**config.mk**
```make
export PLATFORM = sky130hd
export DESIGN_NAME = dtc_engine
export DESIGN_NICKNAME = d
export VERILOG_FILES = /design/src/sv/dtc_pkg.sv /design/src/sv/dtc_compat.sv /design/src/sv/dtc_engine.sv
export SDC_FILE = /design/constraint.sdc
export NUM_CORES = 1
export LEC_CHECK = 0
export ABC_AREA = 0
export ABC_CLOCK_PERIOD_IN_PS = 7300
export BUFFER_PORTS_ARGS = -buffer_cell sky130_fd_sc_hd__buf_2
export CORE_MARGIN = 10
export CORE_UTILIZATION = 40
export DETAILED_ROUTE_END_ITERATION = 6
export SETUP_SLACK_MARGIN = 0.3
export SKIP_LAST_GASP = 1
export SYNTH_ARGS = -nofsm -noshare
export SYNTH_HDL_FRONTEND = slang
export SYNTH_SLANG_ARGS = --single-unit
```
**constraint.sdc**
```tcl
create_clock -name clk -period 7.3 [get_ports clk]
set_input_delay 0.365 -clock clk [delete_from_list [all_inputs] [get_ports clk]]
set_output_delay 0.365 -clock clk [all_outputs]
set_load 0.01 [all_outputs]
```
**src/sv/dtc_pkg.sv**
```systemverilog
// shared constants and types of the domino tiling counter
// no dependencies
package dtc_pkg;

	localparam int MAX_WIDTH_DEF  = 12;
	localparam int MAX_HEIGHT_DEF = 12;
	localparam int DIM_W          = 4;
	localparam int COUNT_W        = 56;

	// engine to row memory control
	typedef struct packed {
		logic wr_en;
		logic rd_bank;
	} mem_ctl_t;

endpackage

```
**src/sv/dtc_compat.sv**
```systemverilog
// two-stage check that one row profile may follow another
// depends on nothing but its parameters
module dtc_compat #(
	parameter int PW = 12
) (
	input  logic          clk,
	input  logic [PW-1:0] prev,
	input  logic [PW-1:0] cur,
	input  logic [PW-1:0] full,
	output logic          ok_s1
);

	localparam int LO = (PW + 1) / 2;

	logic [PW-1:0] x;
	logic          pend_lo;
	logic          fail_lo;
	logic          orok;

	logic [PW-1:0] x_s1;
	logic          pend_s1;
	logic          fail_s1;
	logic          orok_s1;

	logic          pend_hi;
	logic          fail_hi;

	// lower half of the run-parity scan
	always_comb begin
		x       = prev & cur;
		orok    = ((prev | cur) & full) == full;
		pend_lo = 1'b0;
		fail_lo = 1'b0;
		for (int k = 0; k < LO; k++) begin
			if (x[k]) begin
				pend_lo = ~pend_lo;
			end else begin
				if (pend_lo) fail_lo = 1'b1;
				pend_lo = 1'b0;
			end
		end
	end

	always_ff @(posedge clk) begin
		x_s1    <= x;
		pend_s1 <= pend_lo;
		fail_s1 <= fail_lo;
		orok_s1 <= orok;
	end

	// upper half
	always_comb begin
		pend_hi = pend_s1;
		fail_hi = fail_s1;
		for (int k = LO; k < PW; k++) begin
			if (x_s1[k]) begin
				pend_hi = ~pend_hi;
			end else begin
				if (pend_hi) fail_hi = 1'b1;
				pend_hi = 1'b0;
			end
		end
	end

	assign ok_s1 = orok_s1 && !fail_hi && !pend_hi;

endmodule

```
**src/sv/dtc_engine.sv**
```systemverilog
// row sequencer and accumulator of the profile dynamic programme
// depends on dtc_pkg and dtc_compat
module dtc_engine #(
	parameter int MAX_WIDTH  = dtc_pkg::MAX_WIDTH_DEF,
	parameter int MAX_HEIGHT = dtc_pkg::MAX_HEIGHT_DEF
) (
	input  logic                         clk,
	input  logic                         arst_n,
	input  logic                         in_valid,
	output logic                         in_ready,
	input  logic [dtc_pkg::DIM_W-1:0]    board_width,
	input  logic [dtc_pkg::DIM_W-1:0]    board_height,
	output logic                         res_valid,
	input  logic                         res_take,
	output logic [dtc_pkg::COUNT_W-1:0]  result,
	output logic [MAX_WIDTH-1:0]         rd_addr,
	input  logic [dtc_pkg::COUNT_W-1:0]  rd_data,
	output logic [MAX_WIDTH-1:0]         wr_addr,
	output logic [dtc_pkg::COUNT_W-1:0]  wr_data,
	output dtc_pkg::mem_ctl_t            mem_ctl
);

	localparam int PW = MAX_WIDTH;
	localparam int DW = dtc_pkg::DIM_W;
	localparam int CW = dtc_pkg::COUNT_W;

	localparam logic [1:0] ST_IDLE  = 2'd0;
	localparam logic [1:0] ST_RUN   = 2'd1;
	localparam logic [1:0] ST_DRAIN = 2'd2;
	localparam logic [1:0] ST_DONE  = 2'd3;

	logic [1:0]    state_q;
	logic [PW-1:0] full_q;
	logic [DW-1:0] last_row_q;
	logic [DW-1:0] row_q;
	logic [PW-1:0] c_q;
	logic [PW-1:0] p_q;
	logic          bank_q;
	logic [CW-1:0] acc_q;
	logic [CW-1:0] result_q;

	logic          vld_s1;
	logic          last_s1;
	logic          first_s1;
	logic [PW-1:0] c_s1;
	logic          ok_s1;

	logic          dims_ok;
	logic [PW-1:0] full_d;
	logic          p_last;
	logic          c_last;
	logic [CW-1:0] addend;
	logic [CW-1:0] sum;

	assign dims_ok = board_width  >= DW'(1) && board_width  <= DW'(MAX_WIDTH) &&
	                 board_height >= DW'(1) && board_height <= DW'(MAX_HEIGHT);

	always_comb begin
		for (int k = 0; k < PW; k++) begin
			full_d[k] = DW'(k) < board_width;
		end
	end

	assign p_last = p_q == full_q;
	assign c_last = c_q == full_q;

	dtc_compat #(.PW(PW)) u_compat (
		.clk   (clk),
		.prev  (p_q),
		.cur   (c_q),
		.full  (full_q),
		.ok_s1 (ok_s1)
	);

	// the first row follows an all-ones profile of count one
	always_comb begin
		if (!ok_s1) begin
			addend = '0;
		end else if (first_s1) begin
			addend = last_s1 ? CW'(1) : '0;
		end else begin
			addend = rd_data;
		end
		sum = acc_q + addend;
	end

	always_ff @(posedge clk or negedge arst_n) begin
		if (!arst_n) begin
			state_q <= ST_IDLE;
			vld_s1  <= 1'b0;
			acc_q   <= '0;
			bank_q  <= 1'b0;
		end else begin
			vld_s1 <= state_q == ST_RUN;
			if (vld_s1) begin
				acc_q <= last_s1 ? '0 : sum;
			end
			unique case (state_q)
				ST_IDLE: begin
					if (in_valid) begin
						state_q <= dims_ok ? ST_RUN : ST_DONE;
						bank_q  <= 1'b0;
					end
				end
				ST_RUN: begin
					if (p_last && c_last) begin
						state_q <= ST_DRAIN;
					end
				end
				ST_DRAIN: begin
					if (!vld_s1) begin
						if (row_q == last_row_q) begin
							state_q <= ST_DONE;
						end else begin
							state_q <= ST_RUN;
							bank_q  <= ~bank_q;
						end
					end
				end
				ST_DONE: begin
					if (res_take) state_q <= ST_IDLE;
				end
				default: state_q <= ST_IDLE;
			endcase
		end
	end

	always_ff @(posedge clk) begin
		first_s1 <= row_q == '0;
		last_s1  <= p_last;
		c_s1     <= c_q;
		if (vld_s1 && last_s1 && c_s1 == full_q) begin
			result_q <= sum;
		end
		unique case (state_q)
			ST_IDLE: begin
				full_q     <= full_d;
				last_row_q <= board_height - DW'(1);
				row_q      <= '0;
				c_q        <= '0;
				p_q        <= '0;
				if (in_valid && !dims_ok) result_q <= '0;
			end
			ST_RUN: begin
				if (p_last) begin
					p_q <= '0;
					if (!c_last) c_q <= c_q + PW'(1);
				end else begin
					p_q <= p_q + PW'(1);
				end
			end
			ST_DRAIN: begin
				if (!vld_s1 && row_q != last_row_q) begin
					row_q <= row_q + DW'(1);
					c_q   <= '0;
				end
			end
			ST_DONE: begin
			end
			default: begin
			end
		endcase
	end

	assign in_ready        = state_q == ST_IDLE;
	assign res_valid       = state_q == ST_DONE;
	assign result          = result_q;
	assign rd_addr         = p_q;
	assign wr_addr         = c_s1;
	assign wr_data         = sum;
	assign mem_ctl.wr_en   = vld_s1 && last_s1;
	assign mem_ctl.rd_bank = bank_q;

endmodule

```
==> flow_summary.ini, run 1 <==
[cts]
cts.sinks = 183
cts_hold_repair.buffers = 0
cts-buffers-inserted = 17
cts_tree = yes
cts.clk_slew.worst_paths_ns = 0.09
number_of_setup_buffers_added_after_cts = 0
cts_max_path_buffers = 2
clock-root-buffer = clkbuf_16
post_cts_resize_count = 0
cts_max_level = 4
clk_latency_ns = 0.45

[sta]
max-slew-margin-rel = 0.196
fmax_mhz = 166
finalSetupViolations = 0
post-route-period-util = 0.826
final.setup.tns_ns = 0
rsz_0062_raised_after_global_routing = false
post-route-min-period_ns = 6.03
fin_skew_ns = 0.0200
max_slew.worst_pin.slew_ns = 1.20
worst_slack_ns = 1.27
finalHoldViolCount = 0
timing.final.max_slew_violations = 0

[critical_path]
critPathKind = reg -> out
r2r_start = u_compat.pend_s1
crit_path_start = u_compat.pend_s1
setup.worst_path.start_class = register
critPathMaxFanout = 30
path_cells = nand2b_1 -> nand2_1 -> xnor2_1 -> nor3_1 -> o2111a_1 -> buf_4 -> and2_1 -> fa_1 -> a21o_1 -> a221oi_2 -> o2bb2ai_2 -> nor4_1 -> o21ai_1 -> a2111oi_1 -> nand3b_1 -> xnor2_1 -> inv_1 -> buf_2
critical-path-top-delay-family = compound AO/OA/AOI/OAI gates
timing.critical_path.required_ns = 6.93
slowest_stage_cell_on_the_critical_path = a2111oi_1
worstSetupEndpointType = output pin
cpPeakStageDelay_ns = 0.83
timing.critical_path.arrival_ns = 5.66
critical-path-top-cell-by-count = xnor2_1
worst_path_buffer_plus_inverter_count = 3

[routing]
drt_iter0_markers = 779
first_pass_iters = 6
total_number_of_vias = 10100
antenna_violating_nets_post_route = 0
drc = 0
routed_via_density = 5.49
totalWireLength_microns = 35600
detail_route.wl_per_cell_microns = 19.3

[floorplanning]
initial_core_util = 0.408
boundaryPins = 208
dieHeight_microns = 189
chipWidth_microns = 189
die_area_sq_um = 35700
rows = 61
core_area_sq_um = 28000

[final_layout]
mostFrequentLayoutCell = buf_2
layout_cells_sized_above_1 = 0.191
most-common-layout-cells = buf_2 (207), nand2_1 (140), a21oi_1 (117), dfxtp_1 (79), and2_1 (73)
fin_area_sq_um = 13400
insertedDiodeCount = 0
layout-area-overhead-vs-synth_pct = 16.8
design.final.nets = 1588
nFillCells = 2780

[grt]
grt_pass1_vias = 9914
grt_use_total = 0.192
antenna_found_initial = 0
grt_overflow = 0
global_route_wire_length_before_repair_microns = 55600
largest_net_degree_at_the_start_of_global_routing = 61

[place]
gp_routability_congestion = 0.889
place_ws_ns = 1.83
placedInstanceArea_sq_um = 12700
io_buffer_count = 207
detailed_place_hpwl_microns = 26200

[power_and_ir_drop]
power.static_leakage_uw = 0.00631
power_density_nw_per_um2 = 377
ir_worst_vdd_mv = 0.189
design_power_total_uw = 5040

[logic_synthesis]
synth_top_family_by_area = simple AND/OR/NAND/NOR gates
yosys_most_used_dff = dfxtp_1
post_synth_xor_area_fraction = 0.0843
netlist_instances = 1289
synth_area_per_cell_sq_um = 8.87
portion_of_netlist_area_occupied_by_mux_cells = 0.00482
synth_fp_nets = 1422
netlist_area_sq_um = 11400
yosysWarningCount = 0
synth_adder_area_share = 0.0718
async_flop_share = 0.328
synth-seq-area-share = 0.385
synth_enable_flop_cells = 44
synth_seq_cells = 183
synth_compound_gate_area_share = 0.203
distinct_cells_synth = 77
post_synth_and_or_nand_nor_area_fraction = 0.212

[outcome]
outcome = finished clean

[job]
maxCapViolCount = 0

[worst_hold_path]
worstHoldPathType = in -> async
path summary, 6_finish.rpt:
kind | to | slack, ns | cells after the start
worst max-delay path | wr_data[50] | 1.27 | 18
worst min-delay path | acc_q[10] | 0.12 | 2
worst max register to register | result[50] | 2.03 | 17
worst min register to register | result[27] | 0.45 | 2
max in group asynchronous | acc_q[32] | 6.59 | 2
min in group clk | full_q[7] | 0.21 | 1
Yosys cell counts (3+ instances only):
| cell | number | area [sq um] |
|---|---|---|
| a31o_2 | 7 | 61.3 |
| dfxtp_1 | 79 | 1580 |
| xnor2_1 | 54 | 473 |
| nor3_1 | 22 | 110 |
| nand2b_1 | 12 | 75.1 |
| nor4_1 | 10 | 62.6 |
| edfxtp_1 | 44 | 1320 |
| and3_1 | 23 | 144 |
| buf_6 | 3 | 33.8 |
| or3_1 | 9 | 56.3 |
| a221oi_1 | 4 | 35.0 |
| buf_1 | 4 | 15.0 |
| buf_2 | 3 | 15.0 |
| a211oi_1 | 8 | 60.1 |
| a31oi_1 | 9 | 56.3 |
| a21oi_1 | 117 | 586 |
| a21o_1 | 30 | 225 |
| inv_1 | 40 | 150 |
| nand3_1 | 51 | 255 |
| a22o_1 | 42 | 368 |
| xor2_1 | 56 | 490 |
| o21ai_0 | 57 | 285 |
| nor3b_1 | 15 | 113 |
| clkbuf_1 | 56 | 210 |
| ha_1 | 64 | 801 |
| nand2_1 | 140 | 526 |
| inv_2 | 3 | 11.3 |
| o21a_1 | 6 | 45.0 |
| a41oi_1 | 3 | 26.3 |
| o21bai_1 | 8 | 60.1 |
| nor2_1 | 59 | 221 |
| a211o_1 | 3 | 26.3 |
| nand4_1 | 25 | 156 |
| o211ai_1 | 5 | 37.5 |
| nor2b_1 | 16 | 100 |
| o2bb2ai_1 | 7 | 61.3 |
| dfrtp_1 | 60 | 1500 |
| and2_1 | 73 | 457 |
| a21boi_0 | 4 | 30.0 |
| o31ai_1 | 4 | 30.0 |
| or4_1 | 6 | 45.0 |
| or2_2 | 4 | 25.0 |
kinds of logic (layout without fill, tap and decap cells):
kind of cell               count (synthesis)  in the layout
and+or+nand+nor                          473            473
DFF                                      183            183
muxes                                      4              4
xor gates and xnor gates                 110            110
adders and majority gates                 65             65
buffers and inverters                    111            290
AOI/OAI and AO/OA                        343            343
stage by stage:
step,hold slack (ns),instances,util
2_1_floorplan,0.0694,1289,-
3_3_place_gp,0.435,1814,0.454
3_5_place_dp,0.441,1814,0.454
4_1_cts,0.159,1846,0.477
5_1_grt,0.194,1846,0.477
6_report,0.122,1846,0.477
worst register-to-register path: stages, from the launching register on:
cell and delay [ns]:
dfxtp_1 0.33, nand2b_1 0.13, nand2_1 0.10, xnor2_1 0.13
nor3_1 0.25, o2111a_1 0.79, buf_4 0.46, and2_1 0.23
fa_1 0.24, a21o_1 0.17, a221oi_2 0.10, o2bb2ai_2 0.18
nor4_1 0.43, o21ai_1 0.25, a2111oi_1 0.83, nand3b_1 0.21
xnor2_1 0.19, o21ai_0 0.14
report_power, final:
group          internal (uW)  switching (uW)
logic                    856            1270
clock network            479             513
registers               1510             411
total                   2840            2190
flip-flops by register name, indices dropped and copies added (netlist names):
register / flops
acc_q: 56
bank_q: 1
c_q: 12
first_s1: 1
full_q: 12
last_row_q: 4
last_s1: 1
rd_addr: 12
result: 56
row_q: 4
state_q: 2
u_compat.fail_s1: 1
u_compat.orok_s1: 1
u_compat.pend_s1: 1
u_compat.x_s1: 6
vld_s1: 1
wr_addr: 12
routing by layer:
metal | global-route usage | routed length [microns] | share of wire | up-vias
li1 | - | - | - | 4966
met1 | 0.257 | 16500 | 0.46 | 4854
met2 | 0.315 | 16700 | 0.47 | 282
met3 | 0.0406 | 2070 | 0.058 | 26
met4 | 0.0379 | 357 | 0.010 | 0
met5 | 0 | 0 | 0 | -
final cells by class:
| cell class | count | area, sq um | share of cell area |
|---|---|---|---|
| Timing Repair Buffer | 215 | 1100 | 0.0821 |
| Inverter | 43 | 161 | 0.0121 |
| Sequential cell | 183 | 4400 | 0.330 |
| Tap cell | 378 | 473 | 0.0354 |
| Clock inverter | 15 | 206 | 0.0155 |
| Clock buffer | 17 | 425 | 0.0319 |
| Multi-Input combinational cell | 995 | 6590 | 0.493 |
Power figures use the tool's default switching activity.
==> run 2, diff against run 1 <==
Settings changed: ABC_CLOCK_PERIOD_IN_PS 7300 to 4920.
Clock period 7.3 ns to 4.92 ns, I/O delays scaled along.
==> flow_summary.ini, run 2 (synthesis results as in run 1) <==
[floorplanning]
core_area_sq_um = 28000
rows = 61
dieHeight_microns = 189
initial_core_util = 0.408
chipWidth_microns = 189
boundaryPins = 208
die_area_sq_um = 35700

[cts]
cts.sinks = 183
cts-buffers-inserted = 17
cts_hold_repair.buffers = 0
clock-root-buffer = clkbuf_16
cts_max_level = 4
clk_latency_ns = 0.44
cts.clk_slew.worst_paths_ns = 0.07
cts_tree = yes
cts_max_path_buffers = 2

[critical_path]
worstSetupEndpointType = output pin
cpPeakStageDelay_ns = 0.36
timing.critical_path.required_ns = 4.67
path_cells = nand2b_4 -> nand2_4 -> xor2_2 -> a21oi_2 -> o2111a_2 -> buf_4 -> clkbuf_16 -> and2_1 -> ha_4 -> nand4_1 -> nor4b_2 -> a22oi_2 -> a211o_1 -> a21oi_4 -> a21bo_4 -> mux2i_1 -> nand3_1 -> inv_1 -> buf_2
critPathKind = reg -> out
timing.critical_path.arrival_ns = 4.38
critPathMaxFanout = 12
setup.worst_path.start_class = register
slowest_stage_cell_on_the_critical_path = a211o_1

[grt]
grt_overflow = 0
antenna_found_initial = 0
grt_pass1_vias = 10100
global_route_wire_length_before_repair_microns = 56900
grt_use_total = 0.197
largest_net_degree_at_the_start_of_global_routing = 61

[routing]
totalWireLength_microns = 37300
drt_iter0_markers = 656
routed_via_density = 5.50
first_pass_iters = 5
drc = 0
antenna_violating_nets_post_route = 0
total_number_of_vias = 10300
detail_route.wl_per_cell_microns = 19.8

[power_and_ir_drop]
ir_worst_vdd_mv = 0.248
power.static_leakage_uw = 0.00651
seqPwrFrac = 0.368
sw_frac_of_total = 0.423
comb_power_share = 0.444
design_power_total_uw = 7800
power_density_nw_per_um2 = 547
pwr-share-clk = 0.188
power.internal_uw = 4500
p_switching_uw = 3300

[final_layout]
most-common-layout-cells = buf_2 (207), nand2_1 (136), a21oi_1 (103), dfxtp_1 (78), and2_1 (67)
layout-area-overhead-vs-synth_pct = 24.8
mostFrequentLayoutCell = buf_2
fin_area_sq_um = 14300
sequential_cell_area_in_the_final_layout_sq_um = 4410
design.final.nets = 1623
layout_cells_sized_above_1 = 0.263
insertedDiodeCount = 0
nFillCells = 2661
multi_input_comb_area_sq_um = 7220

[sta]
finalSetupViolations = 0
post-route-min-period_ns = 4.63
timing.final.max_slew_violations = 0
post-route-period-util = 0.941
worst_slack_ns = 0.292
max-slew-margin-rel = 0.177
finalHoldViolCount = 0
rsz_0062_raised_after_global_routing = true
fin_skew_ns = 0.0129
timing.hold.ws_ns = 0.0107
max_slew.worst_pin.slew_ns = 1.23
final.setup.tns_ns = 0
fmax_mhz = 216

[worst_hold_path]
worstHoldPathType = in -> async

[place]
detailed_place_hpwl_microns = 26600
placedInstanceArea_sq_um = 12800
io_buffer_count = 207
place_ws_ns = 0.408
gp_routability_congestion = 0.896

[outcome]
outcome = finished clean

[job]
maxCapViolCount = 0
-- run 2: area by class of cell --
| cell class | count | area share |
|---|---|---|
| clock buffers | 19 | 0.0318 |
| clock inverters | 13 | 0.0110 |
| inverters | 43 | 0.0113 |
| multi-input cells | 995 | 0.506 |
| flip-flops and latches | 183 | 0.309 |
| well taps | 378 | 0.0332 |
| repair buffers | 250 | 0.0976 |
-- run 2: through the flow --
| step | utilization | std cells |
|---|---|---|
| finish | 0.509 | 1881 |
| global route | 0.509 | 1881 |
| CTS | 0.490 | 1862 |
| detailed placement | 0.456 | 1819 |
| global placement | 0.456 | 1819 |
| floorplan | - | 1289 |
-- run 2: timing repair --
| item | 4_1_cts | 5_1_grt |
|---|---|---|
| cloned | 0 | 2 |
| pin swaps | 15 | 34 |
| resized for setup | 45 | 66 |
| setup endpoints to repair | 24 | 29 |
| buffers inserted | 11 | 17 |
| hold endpoints to repair | 0 | 0 |
-- run 2: worst max-delay path: cells and delay by family (launching register included) --
| family | cells | cell delay, ns |
|---|---|---|
| AOI/OAI and AO/OA | 6 | 1.29 |
| and+or+nand+nor | 6 | 1.07 |
| buffers and inverters | 4 | 0.57 |
| DFF | 1 | 0.31 |
| adders and majority gates | 1 | 0.31 |
| muxes | 1 | 0.23 |
| xor gates and xnor gates | 1 | 0.16 |
-- run 2: final timing paths --
path | startpoint | slack, ns | end | cells past startpoint
min | arst_n | 0.01 | acc_q[9] | 2
max reg2reg | u_compat.pend_s1 | 0.60 | result[53] | 19
max | u_compat.pend_s1 | 0.29 | wr_data[49] | 19
min reg2reg | result[33] | 0.45 | result[33] | 2
min in group clk | board_width[3] | 0.09 | full_q[7] | 1
max in group asynchronous | arst_n | 4.32 | acc_q[43] | 2
-- run 2: per-layer routing --
metal / up-vias / part of all wire / GRT usage
li1: 5017 / - / -
met1: 4990 / 0.46 / 0.263
met2: 307 / 0.47 / 0.323
met3: 34 / 0.050 / 0.0369
met4: 0 / 0.012 / 0.0433
met5: - / 0 / 0
-- run 2: power groups by stage --
| stage | clock (uW) | combinational (uW) | sequential, uW |
|---|---|---|---|
| final | 1470 | 3460 | 2870 |
| after floorplan | 0 | 2080 | 2760 |
| after CTS | 1490 | 3300 | 2840 |
| after global placement | 0 | 3160 | 2840 |
| after global routing | 1550 | 3800 | 2960 |
| after detailed placement | 0 | 3210 | 2850 |
==> run 3, diff against run 2 <==
Settings changed: ABC_AREA 0 to unset, CORE_UTILIZATION 40 to 51, PLACE_DENSITY set to 0.77.
==> flow_summary.ini, run 3 (synthesis results as in run 1) <==
[final_layout]
insertedDiodeCount = 0
layout_cells_sized_above_1 = 0.302
multi_input_comb_area_sq_um = 7540
sequential_cell_area_in_the_final_layout_sq_um = 4410
design.final.nets = 1646
nFillCells = 1704
most-common-layout-cells = buf_2 (204), nand2_1 (131), a21oi_1 (99), dfxtp_1 (77), buf_4 (62)
mostFrequentLayoutCell = buf_2
layout-area-overhead-vs-synth_pct = 28.3
fin_area_sq_um = 14700
final_core_area_utilization = 0.668

[grt]
antenna_found_initial = 0
global_route_wire_length_before_repair_microns = 56400
grt_overflow = 0
largest_net_degree_at_the_start_of_global_routing = 61
grt_pass1_vias = 10500
grt_use_total = 0.240

[sta]
max_slew.worst_pin.slew_ns = 1.26
finalSetupViolations = 0
rsz_0062_raised_after_global_routing = true
fmax_mhz = 213
post-route-period-util = 0.954
fin_skew_ns = 0.0253
finalHoldViolCount = 0
post-route-min-period_ns = 4.70
max-slew-margin-rel = 0.158
final.setup.tns_ns = 0
timing.final.max_slew_violations = 0
timing.hold.ws_ns = 0.00690

[critical_path]
critical_path.reg2reg.endpoint = acc_q[53]
critPathMaxFanout = 7
worst_path_buffer_plus_inverter_count = 3
cpPeakStageDelay_ns = 0.40
slowest_stage_cell_on_the_critical_path = a211o_1
worstRegToRegCells = 19
timing.critical_path.required_ns = 4.67
worstSetupEndpointType = output pin
setup.worst_path.start_class = register
critical-path-top-delay-family = compound AO/OA/AOI/OAI gates
r2r_setup_slack_ns = 0.57
path_cells = nand2b_4 -> nand2_4 -> xor2_2 -> a21oi_2 -> o2111a_2 -> buf_6 -> and2_1 -> ha_4 -> nand4_1 -> nor4b_4 -> a22oi_2 -> a211o_1 -> a21oi_4 -> a21bo_4 -> mux2i_1 -> nand3_1 -> inv_1 -> buf_2
critPathKind = reg -> out
r2r_start = u_compat.pend_s1
timing.critical_path.arrival_ns = 4.45

[routing]
drt_iter0_markers = 889
dr.max_layer_used = met4
met1Wirelength_microns = 15500
drc = 0
detail_route.wl_per_cell_microns = 20.6
detail_route_met3_wl_microns = 2880
routed_via_density = 5.97
first_pass_iters = 5
totalWireLength_microns = 37200
met2RoutedLength_microns = 17800
antenna_violating_nets_post_route = 0
total_number_of_vias = 10800

[cts]
cts-buffers-inserted = 17
clk_latency_ns = 0.45
cts_tree = yes
cts_max_level = 4
clock-root-buffer = clkbuf_16
cts.sinks = 183
cts_max_path_buffers = 2
cts.clk_slew.worst_paths_ns = 0.09
cts_hold_repair.buffers = 0

[floorplanning]
dieHeight_microns = 170
initial_core_util = 0.520
chipWidth_microns = 170
core_area_sq_um = 22000
rows = 54
boundaryPins = 208
die_area_sq_um = 28800

[place]
placedInstanceArea_sq_um = 12600
detailed_place_hpwl_microns = 25600
io_buffer_count = 207
gp_routability_congestion = 0.942

[power_and_ir_drop]
design_power_total_uw = 8000
power.static_leakage_uw = 0.00670
ir_worst_vdd_mv = 0.302
power_density_nw_per_um2 = 546

[worst_hold_path]
worstHoldPathType = in -> async

[outcome]
outcome = finished clean

[job]
maxCapViolCount = 0
==> run 3: what timing repair did <==
item                       CTS  global route
hold endpoints to repair     0             0
setup endpoints to repair   28            28
pin swaps                   13            74
cloned                       0             3
resized for setup           51           139
setup buffers                8            45
==> run 3: worst register-to-register path, cell delays in order, from the launching register on <==
cell and delay [ns]:
dfxtp_2 0.32, nand2b_4 0.15, nand2_4 0.09, xor2_2 0.17, a21oi_2 0.08, o2111a_2 0.36
buf_12 0.18, buf_4 0.14, and2_1 0.18, ha_4 0.32, nand4_1 0.21, nor3_4 0.22
or4b_4 0.50, o21ai_4 0.22, a21oi_4 0.09, o41a_1 0.39, xnor2_2 0.17, buf_4 0.14
buf_4 0.12, a31o_1 0.20
==> run 3: final cells by class <==
class / instances / share of cell area
clock buffers: 17 / 0.0290
clock inverters: 15 / 0.0115
flip-flops and latches: 183 / 0.301
multi-input cells: 995 / 0.514
inverters: 43 / 0.0110
well taps: 280 / 0.0239
repair buffers: 273 / 0.110
==> run 3: per-layer routing <==
| metal | global-route usage | up-vias |
|---|---|---|
| met5 | 0 | - |
| met4 | 0.0813 | 0 |
| met3 | 0.0558 | 80 |
| met2 | 0.390 | 474 |
| met1 | 0.307 | 5165 |
| li1 | - | 5064 |
==> run 3: per-stage QoR <==
step / std cells / setup WS (ns)
2_1_floorplan: 1289 / 0.999
3_3_place_gp: 1718 / 0.456
3_5_place_dp: 1718 / 0.313
4_1_cts: 1758 / 0.281
5_1_grt: 1806 / 0.0775
6_report: 1806 / 0.224
==> run 3: worst max-delay path by stage <==
stage | startpoint | end | slack [ns] | cells past startpoint
floorplan | u_compat.pend_s1 | acc_q[52] | 1.0 | 18
global placement | u_compat.pend_s1 | wr_data[50] | 0.46 | 18
detailed placement | u_compat.pend_s1 | wr_data[50] | 0.31 | 18
CTS | u_compat.pend_s1 | wr_data[43] | 0.28 | 18
global route | u_compat.pend_s1 | wr_data[49] | 0.08 | 18
finish | u_compat.pend_s1 | wr_data[49] | 0.22 | 18
==> run 3: power by group <==
group | switching (uW) | leakage, uW | internal (uW) | total, uW
sequential | 691 | 0.00190 | 2240 | 2930
clock | 724 | 0.000293 | 691 | 1410
combinational | 2040 | 0.00451 | 1620 | 3660
total | 3450 | 0.00670 | 4550 | 8000
